File: config.mk
export PLATFORM = sky130hd
export DESIGN_NAME = regex_infix_to_postfix_unit
export DESIGN_NICKNAME = d
export VERILOG_FILES = /design/src/rtl/core/ritp_pkg.sv /design/src/rtl/core/ritp_front.sv /design/src/rtl/core/ritp_queue.sv /design/src/rtl/core/ritp_back.sv /design/src/rtl/core/regex_infix_to_postfix_unit.sv
export SDC_FILE = /design/constraint.sdc
export NUM_CORES = 1
export LEC_CHECK = 0
export BUFFER_PORTS_ARGS = -buffer_cell sky130_fd_sc_hd__buf_2
export CORE_ASPECT_RATIO = 0.9
export CORE_UTILIZATION = 54
export CTS_CLUSTER_SIZE = 8
export DETAILED_ROUTE_END_ITERATION = 10
export GPL_TIMING_DRIVEN = 0
export PLACE_DENSITY_LB_ADDON = 0.3
export SYNTH_ARGS = -nofsm -noshare
export SYNTH_HDL_FRONTEND = slang
export SYNTH_HIERARCHICAL = 1
export SYNTH_SLANG_ARGS = --single-unit
File: constraint.sdc
create_clock -name clock -period 12.2 [get_ports clock]
set_input_delay 1.83 -clock clock [delete_from_list [all_inputs] [get_ports clock]]
set_output_delay 1.83 -clock clock [all_outputs]
set_load 0.01 [all_outputs]
File: src/rtl/core/ritp_pkg.sv
package ritp_pkg;

   typedef struct packed {
      logic [7:0] sym_char;
      logic       end_of_expr;
   } req_type;

   typedef struct packed {
      logic [7:0] out_char;
      logic       symbol_valid;
      logic       run_last;
      logic       expr_done;
      logic [1:0] status;
   } rsp_type;

   typedef enum logic [2:0] {
      OP_OPEN  = 3'd0,
      OP_ALT   = 3'd1,
      OP_CAT   = 3'd2,
      OP_STAR  = 3'd3,
      OP_PLUS  = 3'd4,
      OP_QUEST = 3'd5
   } op_code_type;

   typedef enum logic [1:0] {
      KIND_LIT,
      KIND_OPEN,
      KIND_CLOSE,
      KIND_OPER
   } kind_type;

   // classified character as it travels from front to back
   typedef struct packed {
      logic [7:0]  sym_char;
      kind_type    kind;
      op_code_type code;
      logic        end_of_expr;
   } item_type;

   localparam logic [7:0] CHAR_ALT   = 8'h7C;
   localparam logic [7:0] CHAR_CAT   = 8'h2E;
   localparam logic [7:0] CHAR_STAR  = 8'h2A;
   localparam logic [7:0] CHAR_PLUS  = 8'h2B;
   localparam logic [7:0] CHAR_QUEST = 8'h3F;
   localparam logic [7:0] CHAR_OPEN  = 8'h28;
   localparam logic [7:0] CHAR_CLOSE = 8'h29;

   localparam logic [1:0] PREC_OPEN  = 2'd0;
   localparam logic [1:0] PREC_ALT   = 2'd1;
   localparam logic [1:0] PREC_CAT   = 2'd2;
   localparam logic [1:0] PREC_UNARY = 2'd3;

   localparam logic [1:0] STATUS_OK        = 2'd0;
   localparam logic [1:0] STATUS_OVERFLOW  = 2'd1;
   localparam logic [1:0] STATUS_UNMATCHED = 2'd2;

   localparam int QUEUE_DEPTH = 2;
   localparam int QUEUE_PTR_W = 1;
   localparam int QUEUE_CNT_W = 2;

   function automatic logic [7:0] code_char(input op_code_type code);
      logic [7:0] ch;
      case (code)
         OP_OPEN:  ch = CHAR_OPEN;
         OP_ALT:   ch = CHAR_ALT;
         OP_CAT:   ch = CHAR_CAT;
         OP_STAR:  ch = CHAR_STAR;
         OP_PLUS:  ch = CHAR_PLUS;
         OP_QUEST: ch = CHAR_QUEST;
         default:  ch = 8'h00;
      endcase
      return ch;
   endfunction

   function automatic logic [1:0] code_prec(input op_code_type code);
      logic [1:0] prec;
      case (code)
         OP_OPEN:  prec = PREC_OPEN;
         OP_ALT:   prec = PREC_ALT;
         OP_CAT:   prec = PREC_CAT;
         OP_STAR:  prec = PREC_UNARY;
         OP_PLUS:  prec = PREC_UNARY;
         OP_QUEST: prec = PREC_UNARY;
         default:  prec = PREC_OPEN;
      endcase
      return prec;
   endfunction

endpackage

File: src/rtl/core/ritp_front.sv
module ritp_front (
   input  logic               req_valid,
   output logic               req_stall,
   input  ritp_pkg::req_type  req_data,
   output logic               push,
   output ritp_pkg::item_type push_item,
   input  logic               q_full
);

   always_comb begin
      push_item.sym_char    = req_data.sym_char;
      push_item.end_of_expr = req_data.end_of_expr;
      push_item.kind        = ritp_pkg::KIND_OPER;
      push_item.code        = ritp_pkg::OP_OPEN;
      case (req_data.sym_char)
         ritp_pkg::CHAR_ALT:   push_item.code = ritp_pkg::OP_ALT;
         ritp_pkg::CHAR_CAT:   push_item.code = ritp_pkg::OP_CAT;
         ritp_pkg::CHAR_STAR:  push_item.code = ritp_pkg::OP_STAR;
         ritp_pkg::CHAR_PLUS:  push_item.code = ritp_pkg::OP_PLUS;
         ritp_pkg::CHAR_QUEST: push_item.code = ritp_pkg::OP_QUEST;
         ritp_pkg::CHAR_OPEN:  push_item.kind = ritp_pkg::KIND_OPEN;
         ritp_pkg::CHAR_CLOSE: push_item.kind = ritp_pkg::KIND_CLOSE;
         default:              push_item.kind = ritp_pkg::KIND_LIT;
      endcase
   end

   assign req_stall = q_full;
   assign push      = req_valid && !q_full;

endmodule

File: src/rtl/core/ritp_queue.sv
module ritp_queue (
   input  logic               clock,
   input  logic               reset,
   input  logic               push,
   input  ritp_pkg::item_type push_item,
   output logic               full,
   input  logic               pop,
   output logic               not_empty,
   output ritp_pkg::item_type pop_item
);

   localparam logic [ritp_pkg::QUEUE_CNT_W-1:0] CNT_FULL =
      ritp_pkg::QUEUE_CNT_W'(ritp_pkg::QUEUE_DEPTH);

   ritp_pkg::item_type                  entry_ff [ritp_pkg::QUEUE_DEPTH];
   logic [ritp_pkg::QUEUE_PTR_W-1:0]    wr_ptr_ff, wr_ptr_in;
   logic [ritp_pkg::QUEUE_PTR_W-1:0]    rd_ptr_ff, rd_ptr_in;
   logic [ritp_pkg::QUEUE_CNT_W-1:0]    count_ff, count_in;
   logic                                do_push, do_pop;

   assign full      = count_ff == CNT_FULL;
   assign not_empty = count_ff != '0;
   assign pop_item  = entry_ff[rd_ptr_ff];
   assign do_push   = push && !full;
   assign do_pop    = pop && not_empty;

   always_comb begin
      wr_ptr_in = do_push ? wr_ptr_ff + 1'b1 : wr_ptr_ff;
      rd_ptr_in = do_pop ? rd_ptr_ff + 1'b1 : rd_ptr_ff;
      count_in  = count_ff + ritp_pkg::QUEUE_CNT_W'(do_push)
                  - ritp_pkg::QUEUE_CNT_W'(do_pop);
   end

   always_ff @(posedge clock) begin
      if (reset) begin
         wr_ptr_ff <= '0;
         rd_ptr_ff <= '0;
         count_ff  <= '0;
      end else begin
         wr_ptr_ff <= wr_ptr_in;
         rd_ptr_ff <= rd_ptr_in;
         count_ff  <= count_in;
      end
      if (do_push) begin
         entry_ff[wr_ptr_ff] <= push_item;
      end
   end

endmodule

File: src/rtl/core/ritp_back.sv
module ritp_back #(
   parameter int STACK_DEPTH = 16
) (
   input  logic               clock,
   input  logic               reset,
   input  logic               q_valid,
   input  ritp_pkg::item_type q_item,
   output logic               q_pop,
   output logic               rsp_valid,
   input  logic               rsp_stall,
   output ritp_pkg::rsp_type  rsp_data
);

   localparam int CW = $clog2(STACK_DEPTH + 1);
   localparam int IW = $clog2(STACK_DEPTH);
   localparam logic [CW-1:0] DEPTH_FULL = CW'(STACK_DEPTH);
   localparam logic [CW-1:0] DEPTH_NEAR = CW'(STACK_DEPTH - 1);

   typedef enum logic [2:0] {
      S_IDLE,
      S_PEEK,
      S_CAT,
      S_MAIN,
      S_FLUSH,
      S_DONE
   } state_type;

   state_type              state_ff, state_in;
   ritp_pkg::item_type     item_ff, item_in;
   logic [1:0]             status_ff, status_in;
   logic [CW-1:0]          count_ff, count_in;
   logic [CW-1:0]          open_cnt_ff, open_cnt_in;
   logic                   prev_end_ff, prev_end_in;
   logic                   pend_valid_ff, pend_valid_in;
   logic [7:0]             pend_char_ff, pend_char_in;
   logic                   out_valid_ff, out_valid_in;
   ritp_pkg::rsp_type      out_data_ff, out_data_in;
   ritp_pkg::op_code_type  stack_ff [STACK_DEPTH];

   logic [IW-1:0]          rd_idx;
   ritp_pkg::op_code_type  rd_code;
   logic [1:0]             rd_prec;
   logic                   out_free, full, near_full, hold, fire, start;
   logic                   emit, pop, push, open_inc, open_dec, finish, take;
   logic [7:0]             emit_char;
   ritp_pkg::op_code_type  push_code;
   logic                   qual_cur, qual_new, need_cat, top_low;
   logic [1:0]             new_prec, cur_prec;

   // one stack read a cycle: the top, or the entry below it while peeking
   always_comb begin
      if (state_ff == S_PEEK) begin
         rd_idx = IW'(count_ff - CW'(2));
      end else begin
         rd_idx = IW'(count_ff - CW'(1));
      end
   end

   assign rd_code   = stack_ff[rd_idx];
   assign rd_prec   = ritp_pkg::code_prec(rd_code);
   assign out_free  = !out_valid_ff || !rsp_stall;
   assign full      = count_ff == DEPTH_FULL;
   assign near_full = count_ff == DEPTH_NEAR;
   assign top_low   = rd_prec < ritp_pkg::PREC_CAT;
   assign new_prec  = ritp_pkg::code_prec(q_item.code);
   assign cur_prec  = ritp_pkg::code_prec(item_ff.code);
   assign qual_new  = (new_prec != ritp_pkg::PREC_UNARY) && (rd_prec >= new_prec);
   assign qual_cur  = (cur_prec != ritp_pkg::PREC_UNARY) && (rd_prec >= cur_prec);
   assign need_cat  = prev_end_ff &&
                      (q_item.kind == ritp_pkg::KIND_LIT || q_item.kind == ritp_pkg::KIND_OPEN);

   always_comb begin
      state_in    = state_ff;
      item_in     = item_ff;
      status_in   = status_ff;
      prev_end_in = prev_end_ff;
      emit        = 1'b0;
      emit_char   = 8'h00;
      pop         = 1'b0;
      push        = 1'b0;
      push_code   = ritp_pkg::OP_OPEN;
      open_inc    = 1'b0;
      open_dec    = 1'b0;
      finish      = 1'b0;
      start       = 1'b0;
      take        = 1'b0;

      case (state_ff)
         S_IDLE: begin
            start = 1'b1;
         end
         S_PEEK: begin
            // full stack, '.' pops the top: '(' overflows unless '.' pops twice
            status_in = top_low ? ritp_pkg::STATUS_OVERFLOW : ritp_pkg::STATUS_OK;
            state_in  = S_CAT;
         end
         S_CAT: begin
            if (count_ff != '0 && rd_prec >= ritp_pkg::PREC_CAT) begin
               emit      = 1'b1;
               emit_char = ritp_pkg::code_char(rd_code);
               pop       = 1'b1;
            end else begin
               push      = !full;
               push_code = ritp_pkg::OP_CAT;
               state_in  = S_MAIN;
            end
         end
         S_MAIN: begin
            case (item_ff.kind)
               ritp_pkg::KIND_LIT: begin
                  emit      = 1'b1;
                  emit_char = item_ff.sym_char;
                  state_in  = item_ff.end_of_expr ? S_FLUSH : S_DONE;
               end
               ritp_pkg::KIND_OPEN: begin
                  push      = !full;
                  open_inc  = !full;
                  push_code = ritp_pkg::OP_OPEN;
                  state_in  = item_ff.end_of_expr ? S_FLUSH : S_DONE;
               end
               ritp_pkg::KIND_CLOSE: begin
                  if (count_ff != '0 && rd_code != ritp_pkg::OP_OPEN) begin
                     emit      = 1'b1;
                     emit_char = ritp_pkg::code_char(rd_code);
                     pop       = 1'b1;
                  end else begin
                     // drop the matching '(' if there is one
                     pop      = count_ff != '0;
                     open_dec = count_ff != '0;
                     state_in = item_ff.end_of_expr ? S_FLUSH : S_DONE;
                  end
               end
               ritp_pkg::KIND_OPER: begin
                  if (count_ff != '0 && qual_cur) begin
                     emit      = 1'b1;
                     emit_char = ritp_pkg::code_char(rd_code);
                     pop       = 1'b1;
                  end else begin
                     push      = !full;
                     push_code = item_ff.code;
                     state_in  = item_ff.end_of_expr ? S_FLUSH : S_DONE;
                  end
               end
               default: begin
                  state_in = S_DONE;
               end
            endcase
         end
         S_FLUSH: begin
            if (count_ff != '0) begin
               emit      = 1'b1;
               emit_char = ritp_pkg::code_char(rd_code);
               pop       = 1'b1;
               open_dec  = rd_code == ritp_pkg::OP_OPEN;
            end else begin
               state_in = S_DONE;
            end
         end
         S_DONE: begin
            finish = 1'b1;
            start  = out_free;
         end
         default: begin
            state_in = S_IDLE;
         end
      endcase

      if (start) begin
         state_in = S_IDLE;
         if (q_valid) begin
            take        = 1'b1;
            item_in     = q_item;
            status_in   = ritp_pkg::STATUS_OK;
            state_in    = need_cat ? S_CAT : S_MAIN;
            prev_end_in = !q_item.end_of_expr &&
                          (q_item.kind == ritp_pkg::KIND_LIT ||
                           q_item.kind == ritp_pkg::KIND_CLOSE ||
                           (q_item.kind == ritp_pkg::KIND_OPER &&
                            new_prec == ritp_pkg::PREC_UNARY));
            // settle the item's status before its first beat goes out
            case (q_item.kind)
               ritp_pkg::KIND_LIT: begin
                  if (need_cat && full && top_low) begin
                     status_in = ritp_pkg::STATUS_OVERFLOW;
                  end
               end
               ritp_pkg::KIND_OPEN: begin
                  if (!need_cat) begin
                     if (full) begin
                        status_in = ritp_pkg::STATUS_OVERFLOW;
                     end
                  end else if ((near_full || full) && top_low) begin
                     status_in = ritp_pkg::STATUS_OVERFLOW;
                  end else if (full) begin
                     state_in = S_PEEK;
                  end
               end
               ritp_pkg::KIND_CLOSE: begin
                  if (open_cnt_ff == '0) begin
                     status_in = ritp_pkg::STATUS_UNMATCHED;
                  end
               end
               ritp_pkg::KIND_OPER: begin
                  if (full && !qual_new) begin
                     status_in = ritp_pkg::STATUS_OVERFLOW;
                  end
               end
               default: begin
                  status_in = ritp_pkg::STATUS_OK;
               end
            endcase
         end
      end
   end

   assign hold  = (emit && pend_valid_ff && !out_free) || (finish && !out_free);
   assign fire  = !hold;
   assign q_pop = take;

   // one symbol waits in the pending slot until we know whether it closes the item
   always_comb begin
      count_in      = count_ff;
      open_cnt_in   = open_cnt_ff;
      out_valid_in  = out_valid_ff && rsp_stall;
      out_data_in   = out_data_ff;
      pend_valid_in = pend_valid_ff;
      pend_char_in  = pend_char_ff;
      if (fire) begin
         count_in    = count_ff + CW'(push) - CW'(pop);
         open_cnt_in = open_cnt_ff + CW'(open_inc) - CW'(open_dec);
         if (emit) begin
            if (pend_valid_ff) begin
               out_valid_in             = 1'b1;
               out_data_in.out_char     = pend_char_ff;
               out_data_in.symbol_valid = 1'b1;
               out_data_in.run_last     = 1'b0;
               out_data_in.expr_done    = 1'b0;
               out_data_in.status       = status_ff;
            end
            pend_valid_in = 1'b1;
            pend_char_in  = emit_char;
         end else if (finish) begin
            out_valid_in             = 1'b1;
            out_data_in.out_char     = pend_valid_ff ? pend_char_ff : 8'h00;
            out_data_in.symbol_valid = pend_valid_ff;
            out_data_in.run_last     = 1'b1;
            out_data_in.expr_done    = item_ff.end_of_expr;
            out_data_in.status       = status_ff;
            pend_valid_in            = 1'b0;
         end
      end
   end

   always_ff @(posedge clock) begin
      if (reset) begin
         state_ff      <= S_IDLE;
         count_ff      <= '0;
         open_cnt_ff   <= '0;
         prev_end_ff   <= 1'b0;
         pend_valid_ff <= 1'b0;
         out_valid_ff  <= 1'b0;
      end else begin
         state_ff      <= fire ? state_in : state_ff;
         count_ff      <= count_in;
         open_cnt_ff   <= open_cnt_in;
         prev_end_ff   <= fire ? prev_end_in : prev_end_ff;
         pend_valid_ff <= pend_valid_in;
         out_valid_ff  <= out_valid_in;
      end
      if (fire) begin
         item_ff   <= item_in;
         status_ff <= status_in;
         if (push) begin
            stack_ff[IW'(count_ff)] <= push_code;
         end
      end
      pend_char_ff <= pend_char_in;
      out_data_ff  <= out_data_in;
   end

   assign rsp_valid = out_valid_ff;
   assign rsp_data  = out_data_ff;

   a_count_bound: assert property (@(posedge clock) disable iff (reset)
      count_ff <= DEPTH_FULL)
      else $error("operator stack count beyond depth");

   a_open_bound: assert property (@(posedge clock) disable iff (reset)
      open_cnt_ff <= count_ff)
      else $error("open paren count exceeds stack count");

   a_idle_no_pend: assert property (@(posedge clock) disable iff (reset)
      state_ff == S_IDLE |-> !pend_valid_ff)
      else $error("pending symbol left behind at idle");

   a_peek_full: assert property (@(posedge clock) disable iff (reset)
      state_ff == S_PEEK |-> count_ff == DEPTH_FULL)
      else $error("peek entered without a full stack");

   a_finish_out: assert property (@(posedge clock) disable iff (reset)
      (state_ff == S_DONE && out_free) |=> (rsp_valid && rsp_data.run_last))
      else $error("item close did not produce a last beat");

endmodule

File: src/rtl/core/regex_infix_to_postfix_unit.sv
// Channel  Ports                        Payload
// -------  ---------------------------  --------------------------------------------
// input    req_valid, req_stall         req_data: sym_char, end_of_expr
// output   rsp_valid, rsp_stall         rsp_data: out_char, symbol_valid, run_last,
//                                                 expr_done, status
//
// Steps: a literal with nothing to concatenate goes through S_MAIN and S_DONE; an inserted
// '.' adds S_CAT. Every operator popped off the stack (by an operator, ')' or the end
// flush) adds a step, as the back engine does one stack access per cycle while not held;
// end of expression adds S_FLUSH, and '(' on a full stack after an operand adds an S_PEEK
// look below the top. Reset clears the stack count, the queue and both output slots; stack
// contents are not cleared. A stalled output holds the engine only when it has a new beat to
// pass on; the front keeps taking characters into a two-entry queue meanwhile.
module regex_infix_to_postfix_unit #(
   parameter int STACK_DEPTH = 16
) (
   input  logic              clock,
   input  logic              reset,
   input  logic              req_valid,
   output logic              req_stall,
   input  ritp_pkg::req_type req_data,
   output logic              rsp_valid,
   input  logic              rsp_stall,
   output ritp_pkg::rsp_type rsp_data
);

   logic               q_push, q_full, q_pop, q_valid;
   ritp_pkg::item_type q_push_item, q_pop_item;

   ritp_front u_front (
      .req_valid (req_valid),
      .req_stall (req_stall),
      .req_data  (req_data),
      .push      (q_push),
      .push_item (q_push_item),
      .q_full    (q_full)
   );

   ritp_queue u_queue (
      .clock     (clock),
      .reset     (reset),
      .push      (q_push),
      .push_item (q_push_item),
      .full      (q_full),
      .pop       (q_pop),
      .not_empty (q_valid),
      .pop_item  (q_pop_item)
   );

   ritp_back #(
      .STACK_DEPTH (STACK_DEPTH)
   ) u_back (
      .clock     (clock),
      .reset     (reset),
      .q_valid   (q_valid),
      .q_item    (q_pop_item),
      .q_pop     (q_pop),
      .rsp_valid (rsp_valid),
      .rsp_stall (rsp_stall),
      .rsp_data  (rsp_data)
   );

endmodule
Yosys cells after proc, flatten, opt, wreduce, memory -nomap -nowiden
Memory sizes are Yosys's and may differ from the RTL's. A register that Yosys moved wholly into a read port is not among the register bits.
Cells that the tools add are included.
- register bits after elaboration: 57
- memory bits (writable): 76
- logic and storage cells: 216
- memories kept: 2
- memory list (name ; words ; bits a word ; read ports ; clocked after memory_dff ; wr ports ; RTL line ; RTL):
    u_back.stack_ff ; 16 ; 3 ; 1 ; 0 ; 1 ; ritp_back.sv:38 ; ritp_pkg::op_code_type stack_ff [STACK_DEPTH];
    u_queue.entry_ff ; 2 ; 14 ; 1 ; 1 ; 1 ; ritp_queue.sv:15 ; ritp_pkg::item_type entry_ff [ritp_pkg::QUEUE_DEPTH];
- $add $sub $neg: 10
- magnitude comparators: 4
- equal/unequal tests: 45
- muxes and demuxes: 82
- bitwise operators: 1
- reductions and logical operators: 52
- operators by type and width (kind ; number):
    8-bit by 6-bit == test with 1-bit output, second input constant ; 6
    8-bit one-hot mux with 3 select lines ; 2
    7-bit one-hot mux with 6 select lines ; 1
    13-bit 2-to-1 mux ; 3
    3-bit 2-to-1 mux ; 12
    1-bit 2-to-1 mux ; 35
    3-bit one-hot mux with 5 select lines ; 2
    3-bit by 2-bit == test with 1-bit output, second input constant ; 8
    3-bit == test, second input constant ; 8
    8-bit 2-to-1 mux ; 3
    2-bit one-hot mux with 3 select lines ; 4
    1-bit logical AND ; 19
    7-bit 2-to-1 mux ; 2
    2-bit == test, second input constant ; 6
    3-bit by 1-bit == test with 1-bit output, second input constant ; 4
    2-bit 2-to-1 mux ; 6
    5-bit by 1-bit adder with 5-bit output ; 2
    1-bit one-hot mux with 2 select lines ; 5
    5-bit by 1-bit subtractor with 5-bit output ; 2
    1-bit one-hot mux with 3 select lines ; 3
    3-bit one-hot mux with 3 select lines ; 1
    3-bit OR reduction ; 3
    8-bit by 7-bit == test with 1-bit output, second input constant ; 1
    4-bit by 3-bit != test with 1-bit output, second input constant ; 2
    31 further kinds ; 54

Depth between registers and ports, before layout
Gate-level depths: netlist of the first run.
An unclocked memory read counts as a cell.
- depth in word-level cells: 17
- mapped depth: 31
- depth with buffers taken out: 27

By module
The synthesis of the first run kept the hierarchy.
- by module, submodules not included (module ; times used ; cells each ; area each (µm²) ; seq. area each (µm²)):
    ritp_back ; 1 ; 436 ; 5559.1 ; 2872.8
    ritp_queue ; 1 ; 70 ; 1242.4 ; 940.9
    ritp_front ; 1 ; 40 ; 290.3 ; 0.0

Worst setup path after synthesis of the first run
Ideal clock, no wire load.
- path kind: register to register
- start: reg u_back.count_ff[1]
- end: reg u_back.count_ff[4]
- library setup time: 0.071 ns
- arrival time: 5.440 ns
- data required time: 12.129 ns
- path slack: 6.689 ns
- stages on the path, launching flop included: 32
- cells stage by stage: dfxtp_1 buf_2 buf_2 inv_1 ha_1 buf_2 buf_2 mux4_2 mux2i_1 mux2i_1 mux2i_2 or2_2 nand2_1 ha_1 nand2b_1 a21oi_1 nor2_1 nand2_1 a21oi_1 nand2b_1 ha_1 inv_1 ha_1 inv_1 fa_1 nor2_1 nor2_1 nor2_1 nor2_1 xnor2_1 or3_1 a21oi_1
- word-level cells in the longest chain between the ends: 15
- elaborated cells between the ends (all ways): 39
- ends and longest elaborated chain (element ; RTL line ; RTL):
    start: declaration ; ritp_back.sv:31 ; logic [CW-1:0] count_ff, count_in;
    start signal: assignment ; ritp_back.sv:264 ; count_ff <= count_in;
    parallel branches: the longest is 15 deep, another holds 4-bit by 1-bit subtractor with 4-bit output ; -- ;
Several ways; the timed one is not identified.
A chain may end at the register's enable or synchronous reset.

Final worst setup path of the first run
Ends and elaborated chain as after synthesis.

==> results of run 1 <==
[cell families (layout without fill, tap and decap cells)]
kind of cell,count (synthesis),after routing
compound gates,67,67
xor+xnor,13,13
fa+ha+maj,29,29
buf+inv,58,113
flops,134,134
mux,76,76
simple gates,169,169
[path summary, 6_finish.rpt]
| check | to | slack, ns | depth (start not counted) |
|---|---|---|---|
| setup / recovery | u_back/count_ff[4] | 5.21 | 31 |
| hold / removal | u_back/rsp_data[0] | 0.49 | 0 |
| setup reg to reg | u_back/count_ff[4] | 5.21 | 31 |
| hold reg to reg | u_back/rsp_data[0] | 0.49 | 0 |
[critical path: cells and delay by family (launching register included)]
| kind | cells | cell delay (ns) |
|---|---|---|
| simple gates | 11 | 1.78 |
| buf+inv | 7 | 1.54 |
| fa+ha+maj | 5 | 1.43 |
| mux | 4 | 1.07 |
| compound gates | 3 | 0.48 |
| flops | 1 | 0.44 |
| xor+xnor | 1 | 0.17 |
[metrics by stage]
step / total power, mW / std cells / setup WS [ns] / hold slack (ns) / utilization
3_5_place_dp: 1.548 / 734 / 5.368 / 0.4650 / 0.5824
4_1_cts: 2.008 / 765 / 5.313 / 0.4793 / 0.6234
3_3_place_gp: 1.520 / 734 / 5.401 / 0.4612 / 0.5824
6_report: 2.013 / 765 / 5.209 / 0.4913 / 0.6234
5_1_grt: 2.136 / 765 / 4.772 / 0.5053 / 0.6234
2_1_floorplan: 1.339 / 546 / 6.689 / 0.4262 / -
[routing by layer]
layer  global-route usage  wire (um)  vias to the layer above
li1                     -          -                     2108
met1               0.3171       6436                     2219
met2               0.3386       6341                      134
met3              0.04938        841                       30
met4              0.09675        373                        0
met5                    0          0                        -
[synth_stat cells (2+ instances only)]
cell / n
a22o_1: 3
buf_4: 12
edfxtp_1: 113
mux4_1: 12
buf_6: 4
ha_1: 26
a211oi_2: 2
nor2b_1: 9
clkbuf_1: 7
nand3_1: 7
xnor2_2: 2
and3b_1: 2
a211oi_1: 2
nand2_1: 32
buf_2: 7
dfxtp_1: 21
xor2_1: 4
and2_1: 16
or2_2: 2
a21oi_1: 24
fa_1: 2
a31oi_1: 2
nor2_1: 43
or3_1: 5
xnor2_1: 7
mux2i_1: 37
and4b_1: 2
mux4_2: 8
nand3b_1: 4
a311oi_1: 2
mux2_2: 16
o21ai_0: 19
nor3b_1: 2
mux2i_2: 3
nor3_1: 5
nand2b_1: 10
inv_1: 24
and3_1: 19
[state kept, by name, indices dropped and copies added, names as in the netlist, 2 cells and up, named ones only]
signal               flops
u_back/stack_ff         48
u_queue/entry_ff        28
u_back/item_ff          14
u_back/rsp_data         13
u_back/pend_char_ff      8
u_back/count_ff          5
u_back/open_cnt_ff       5
u_back/state_ff          3
u_back/status_ff         2
u_queue/count_ff         2
[power by group]
group	internal (mW)	switching, mW
clock	0.275	0.177
combinational	0.351	0.535
sequential	0.633	0.0425
[final cells by class]
| type | instances | area [um^2] |
|---|---|---|
| Clock inverter | 11 | 86.33 |
| Multi-Input combinational cell | 354 | 2958 |
| Fill cell | 983 | 4796 |
| Sequential cell | 134 | 3814 |
| Tap cell | 164 | 205.2 |
| Buffer | 31 | 216.5 |
| Timing Repair Buffer | 24 | 120.1 |
| Inverter | 27 | 103.9 |
| Clock buffer | 20 | 436.7 |
==> results.yml, run 1 <==
outcome:
  outcome: "completed"
layout:
  nets: 630
  antennaDiodeCount: 0
  final_common_cell: "edfxtp_1"
  mostFrequentLayoutCells: "113 x edfxtp_1, 43 x nor2_1, 37 x mux2i_1"
  syn2layout_area_growth_pct: 11.96
  finalInstanceArea_um2: 7940
  layout-drive-gt1-share: 0.1947
pwr:
  power.leakage_nw: 2.969
  vdd_drop_max_mv: 0.1462
  powerDensity_nw_per_um2: 253.5
synthesis:
  synth-seq-area-share: 0.5378
  synthAdderAreaFrac: 0.05293
  post_synth.cell_area_avg_um2: 12.99
  synthesized_area_fraction_occupied_by_xor_and_xnor_cells: 0.01817
  synth.area.mux_share: 0.1533
  synth_warnings: 6
  fraction_of_the_mapped_netlist_area_in_compound_gates: 0.06334
  post_synth_inst_count: 546
  number_of_enable_type_register_cells_in_the_synthesized_netlist: 113
  syn_area_um2: 7092
  synth-simple-area-share: 0.1293
  post-synth-top-area-cell: "edfxtp_1"
  synth_top_cell_area_share: 0.4785
  postSynthNetCount: 587
  synthDistinctLibCells: 67
  cells_taking_the_most_area_after_synthesis: "edfxtp_1 48%, dfxtp_1 5.9%, mux2i_1 5.2%"
  main_combinational_cell_family_by_area_after_synthesis: "multiplexers"
  ys_async_sr_fraction: 0
  ys.flop_type: "edfxtp_1"
  postSynthRegisterBits: 134
timing:
  rsz0062_at_grt: "false"
  timing.slew.headroom: 0.1360
  final_period_minus_worst_setup_slack_ns: 6.991
  timing_hold_violations_final: 0
  report.final.setup_viol: 0
  worst_clock_skew_ns: 0.01248
  clock.fmax_ghz: 0.1430
  final_max_slew_viol_count: 0
  post-route-period-util: 0.5730
  final.setup.tns_ns: 0
  worst-slew-pin-transition_ns: 1.296
worst_setup_path:
  setup.worst_path.start: "u_back/count_ff[1]"
  worstSetupPathType: "register to register"
  timing.critical_path.arrival_ns: 7.33
  cp_max_stage_delay_ns: 0.44
  critPathLaunchType: "register"
  beginning_of_the_worst_register_to_register_path: "u_back/count_ff[1]"
  critPathMostFrequentCell: "nor2_1"
  timing.critical_path.slowest_stage_cell: "dfxtp_1"
  cp_data_required_time_ns: 12.54
  critical_path.max_fanout: 10
  end_kind: "register"
cts:
  cts-resized-gates: 0
  tritoncts: "yes"
  hold_buffers: 0
  clk_pin_slew_worst_paths_ns: 0.05
  clock_insertion_delay_worst_skew_ns: 0.42
  numCtsBuffers: 17
  cts_root_buffer: "clkbuf_16"
  numClockSinks: 134
  clock_tree.buffer_depth: 2
  postCtsSetupRepairBufs: 0
  ctsHtreeMaxLevel: 4
route:
  vias_per_cell: 5.871
  routedWlPerCell_um: 18.29
  drt-total-wl_um: 13990
  detailedRoute.firstPassIterationCount: 5
  antenna_violating_nets_left: 0
  dr_total_vias: 4491
  detailedRoute.firstIterationViolations: 431
  post-route-drc-count: 0
global_route:
  grt_pass1_wl_um: 22650
  gr-usage-all-layers: 0.2262
  maximum_number_of_pins_on_one_net_before_global_route_repair: 22
  globalRoute.totalOverflow: 0
  grt_antenna_before_repair: 0
  first_global_vias: 4415
floorplanning:
  row_count: 39
  design.die.area_um2: 13600
  width_of_the_die_um: 122.8
  initial_core_util: 0.5568
  die_h_um: 110.7
  io_pins: 28
  core-area_um2: 12740
hold_path:
  worst_hold_startpoint: "u_back/status_ff[0]"
  hp-class: "register to register"
job:
  cap_violations: 0
placed_design:
  post_dp_cell_area_um2: 7417
  finalWeightedCongestion: 0.8568
  io_buffers: 24
  detailedPlacementHpwl_um: 9952
(Power assumes the default switching activity.)
==> run 2: changes to the inputs <==
==> constraint.sdc (replaced) <==
create_clock -name clock -period 6.8 [get_ports clock]
set_input_delay 1.02 -clock clock [delete_from_list [all_inputs] [get_ports clock]]
set_output_delay 1.02 -clock clock [all_outputs]
set_load 0.01 [all_outputs]
==> run 2 against run 1 <==
First-iteration DRC count rose by 2.8%. Setup slack worse by 4.8 ns. Flip-flop and latch count unchanged. Via count down 0.89%. Clock power is 79% higher. Maximum frequency is 10% higher. Combinational power grew 83%. Sequential power rose by 79%. Clock-buffer cell count did not move. Largest cell class unchanged.
==> results.yml, run 2 (same netlist as run 1, synthesis figures left out) <==
timing:
  worst_clock_skew_ns: 0.01487
  timing.slew.headroom: 0.1305
  report.final.setup_viol: 0
  worst-slew-pin-transition_ns: 1.304
  final_period_minus_worst_setup_slack_ns: 6.354
  rsz0062_at_grt: "false"
  post-route-period-util: 0.9344
  clock.fmax_ghz: 0.1574
  final_critical_path_setup_slack_ns: 0.4460
  finalHoldWorstSlack_ns: 0.4845
  timing_hold_violations_final: 0
  final_max_slew_viol_count: 0
pwr:
  powerDensity_nw_per_um2: 456.2
  net-switching-power_mw: 1.360
  power.leakage_nw: 2.972
  power.total_mw: 3.637
  vdd_drop_max_mv: 0.2629
  power.internal_mw: 2.278
  power_frac_seq: 0.333
  swShare: 0.3738
  power_frac_clock: 0.223
  p_comb_frac: 0.444
route:
  post-route-drc-count: 0
  dr_total_vias: 4451
  routedWlPerCell_um: 18.22
  drt-total-wl_um: 13940
  detailedRoute.firstPassIterationCount: 5
  antenna_violating_nets_left: 0
  vias_per_cell: 5.818
  detailedRoute.firstIterationViolations: 443
layout:
  finalInstanceArea_um2: 7974
  filler_cells: 979
  regMostFlops: "u_back/stack_ff"
  antennaDiodeCount: 0
  mostFrequentLayoutCells: "113 x edfxtp_1, 41 x nor2_1, 37 x mux2i_1"
  syn2layout_area_growth_pct: 12.44
  fin_util: 0.6261
  layout-drive-gt1-share: 0.2030
  nets: 630
  biggest_registers_after_layout: "u_back/stack_ff (48), u_queue/entry_ff (28), u_back/item_ff (14)"
  number_of_flip_flops_under_the_largest_register_name: 48
  final_common_cell: "edfxtp_1"
worst_setup_path:
  timing.critical_path.slowest_stage_cell: "mux2i_2"
  critical_path.max_fanout: 10
  critPathBufInv: 6
  cp_data_required_time_ns: 7.14
  end_kind: "register"
  critPathLaunchType: "register"
  cp_max_stage_delay_ns: 0.52
  timing.critical_path.arrival_ns: 6.69
  worstSetupPathType: "register to register"
  critical_path.top_delay_family: "adder cells"
cts:
  ctsHtreeMaxLevel: 4
  postCtsSetupRepairBufs: 0
  clock_tree.buffer_depth: 2
  numClockSinks: 134
  cts_root_buffer: "clkbuf_16"
  tritoncts: "yes"
  clk_pin_slew_worst_paths_ns: 0.05
  hold_buffers: 0
  numCtsBuffers: 17
  clock_insertion_delay_worst_skew_ns: 0.42
placed_design:
  io_buffers: 24
  post_dp_cell_area_um2: 7417
  finalWeightedCongestion: 0.8568
  pre_cts_slack_ns: -0.03229
  detailedPlacementHpwl_um: 9952
hold_path:
  hp-class: "register to register"
floorplanning:
  io_pins: 28
  initial_core_util: 0.5568
  core-area_um2: 12740
  row_count: 39
  die_h_um: 110.7
  design.die.area_um2: 13600
  width_of_the_die_um: 122.8
global_route:
  globalRoute.totalOverflow: 0
  gr-usage-all-layers: 0.2264
  grt_pass1_wl_um: 22690
  first_global_vias: 4437
  maximum_number_of_pins_on_one_net_before_global_route_repair: 22
  grt_antenna_before_repair: 0
job:
  cap_violations: 0
outcome:
  outcome: "completed"
run 2: cell type report:
class / instances / area [um^2] / area share
clock inverter: 11 / 86.33 / 0.01083
sequential: 134 / 3814 / 0.4783
inverter: 27 / 107.6 / 0.01349
buffer: 31 / 229.0 / 0.02871
tap: 164 / 205.2 / 0.02573
multi-input combinational: 354 / 2975 / 0.3731
clock buffer: 20 / 436.7 / 0.05476
timing repair buffer: 24 / 120.1 / 0.01506
run 2: metal layers:
metal | GRT usage | vias to the layer above | wire length (um) | share of wire
li1 | - | 2105 | - | -
met1 | 0.3165 | 2187 | 6374 | 0.46
met2 | 0.3401 | 136 | 6452 | 0.46
met3 | 0.04938 | 23 | 822 | 0.059
met4 | 0.09675 | 0 | 289 | 0.021
met5 | 0 | - | 0 | 0
run 2: what timing repair did:
item / CTS / global route
gates resized for setup: 1 / 11
gates cloned: 0 / 0
endpoints found under the setup margin: 1 / 14
run 2: worst reg2reg max path: cells and delay by family, from the launching register on:
kind | cells | cell delay (ns)
adders and majority gates | 5 | 1.44
and+or+nand+nor | 8 | 1.24
muxes | 3 | 1.11
buffers and inverters | 6 | 0.96
xor gates and xnor gates | 3 | 0.70
DFF | 1 | 0.44
AOI/OAI and AO/OA | 3 | 0.43
run 2: per-stage QoR:
| stage | std cells | setup TNS (ns) |
|---|---|---|
| 2_1_floorplan | 546 | 0 |
| 3_3_place_gp | 734 | 0 |
| 3_5_place_dp | 734 | -0.03229 |
| 4_1_cts | 765 | 0 |
| 5_1_grt | 765 | 0 |
| 6_report | 765 | 0 |
run 2: worst paths after layout:
| check | startpoint | endpoint | slack (ns) | cells past startpoint |
|---|---|---|---|---|
| max | u_back/count_ff[1] | u_back/count_ff[4] | 0.45 | 28 |
| min | u_back/status_ff[1] | u_back/rsp_data[1] | 0.48 | 0 |
| max reg2reg | u_back/count_ff[1] | u_back/count_ff[4] | 0.45 | 28 |
| min reg2reg | u_back/status_ff[1] | u_back/rsp_data[1] | 0.48 | 0 |
run 2: power groups by stage:
stage / sequential (mW) / combinational (mW) / clock (mW)
floorplan: 1.20 / 1.20 / 0
global route: 1.23 / 1.78 / 0.856
finish: 1.21 / 1.62 / 0.810
global placement: 1.22 / 1.51 / 0
CTS: 1.21 / 1.59 / 0.820
detailed placement: 1.23 / 1.55 / 0
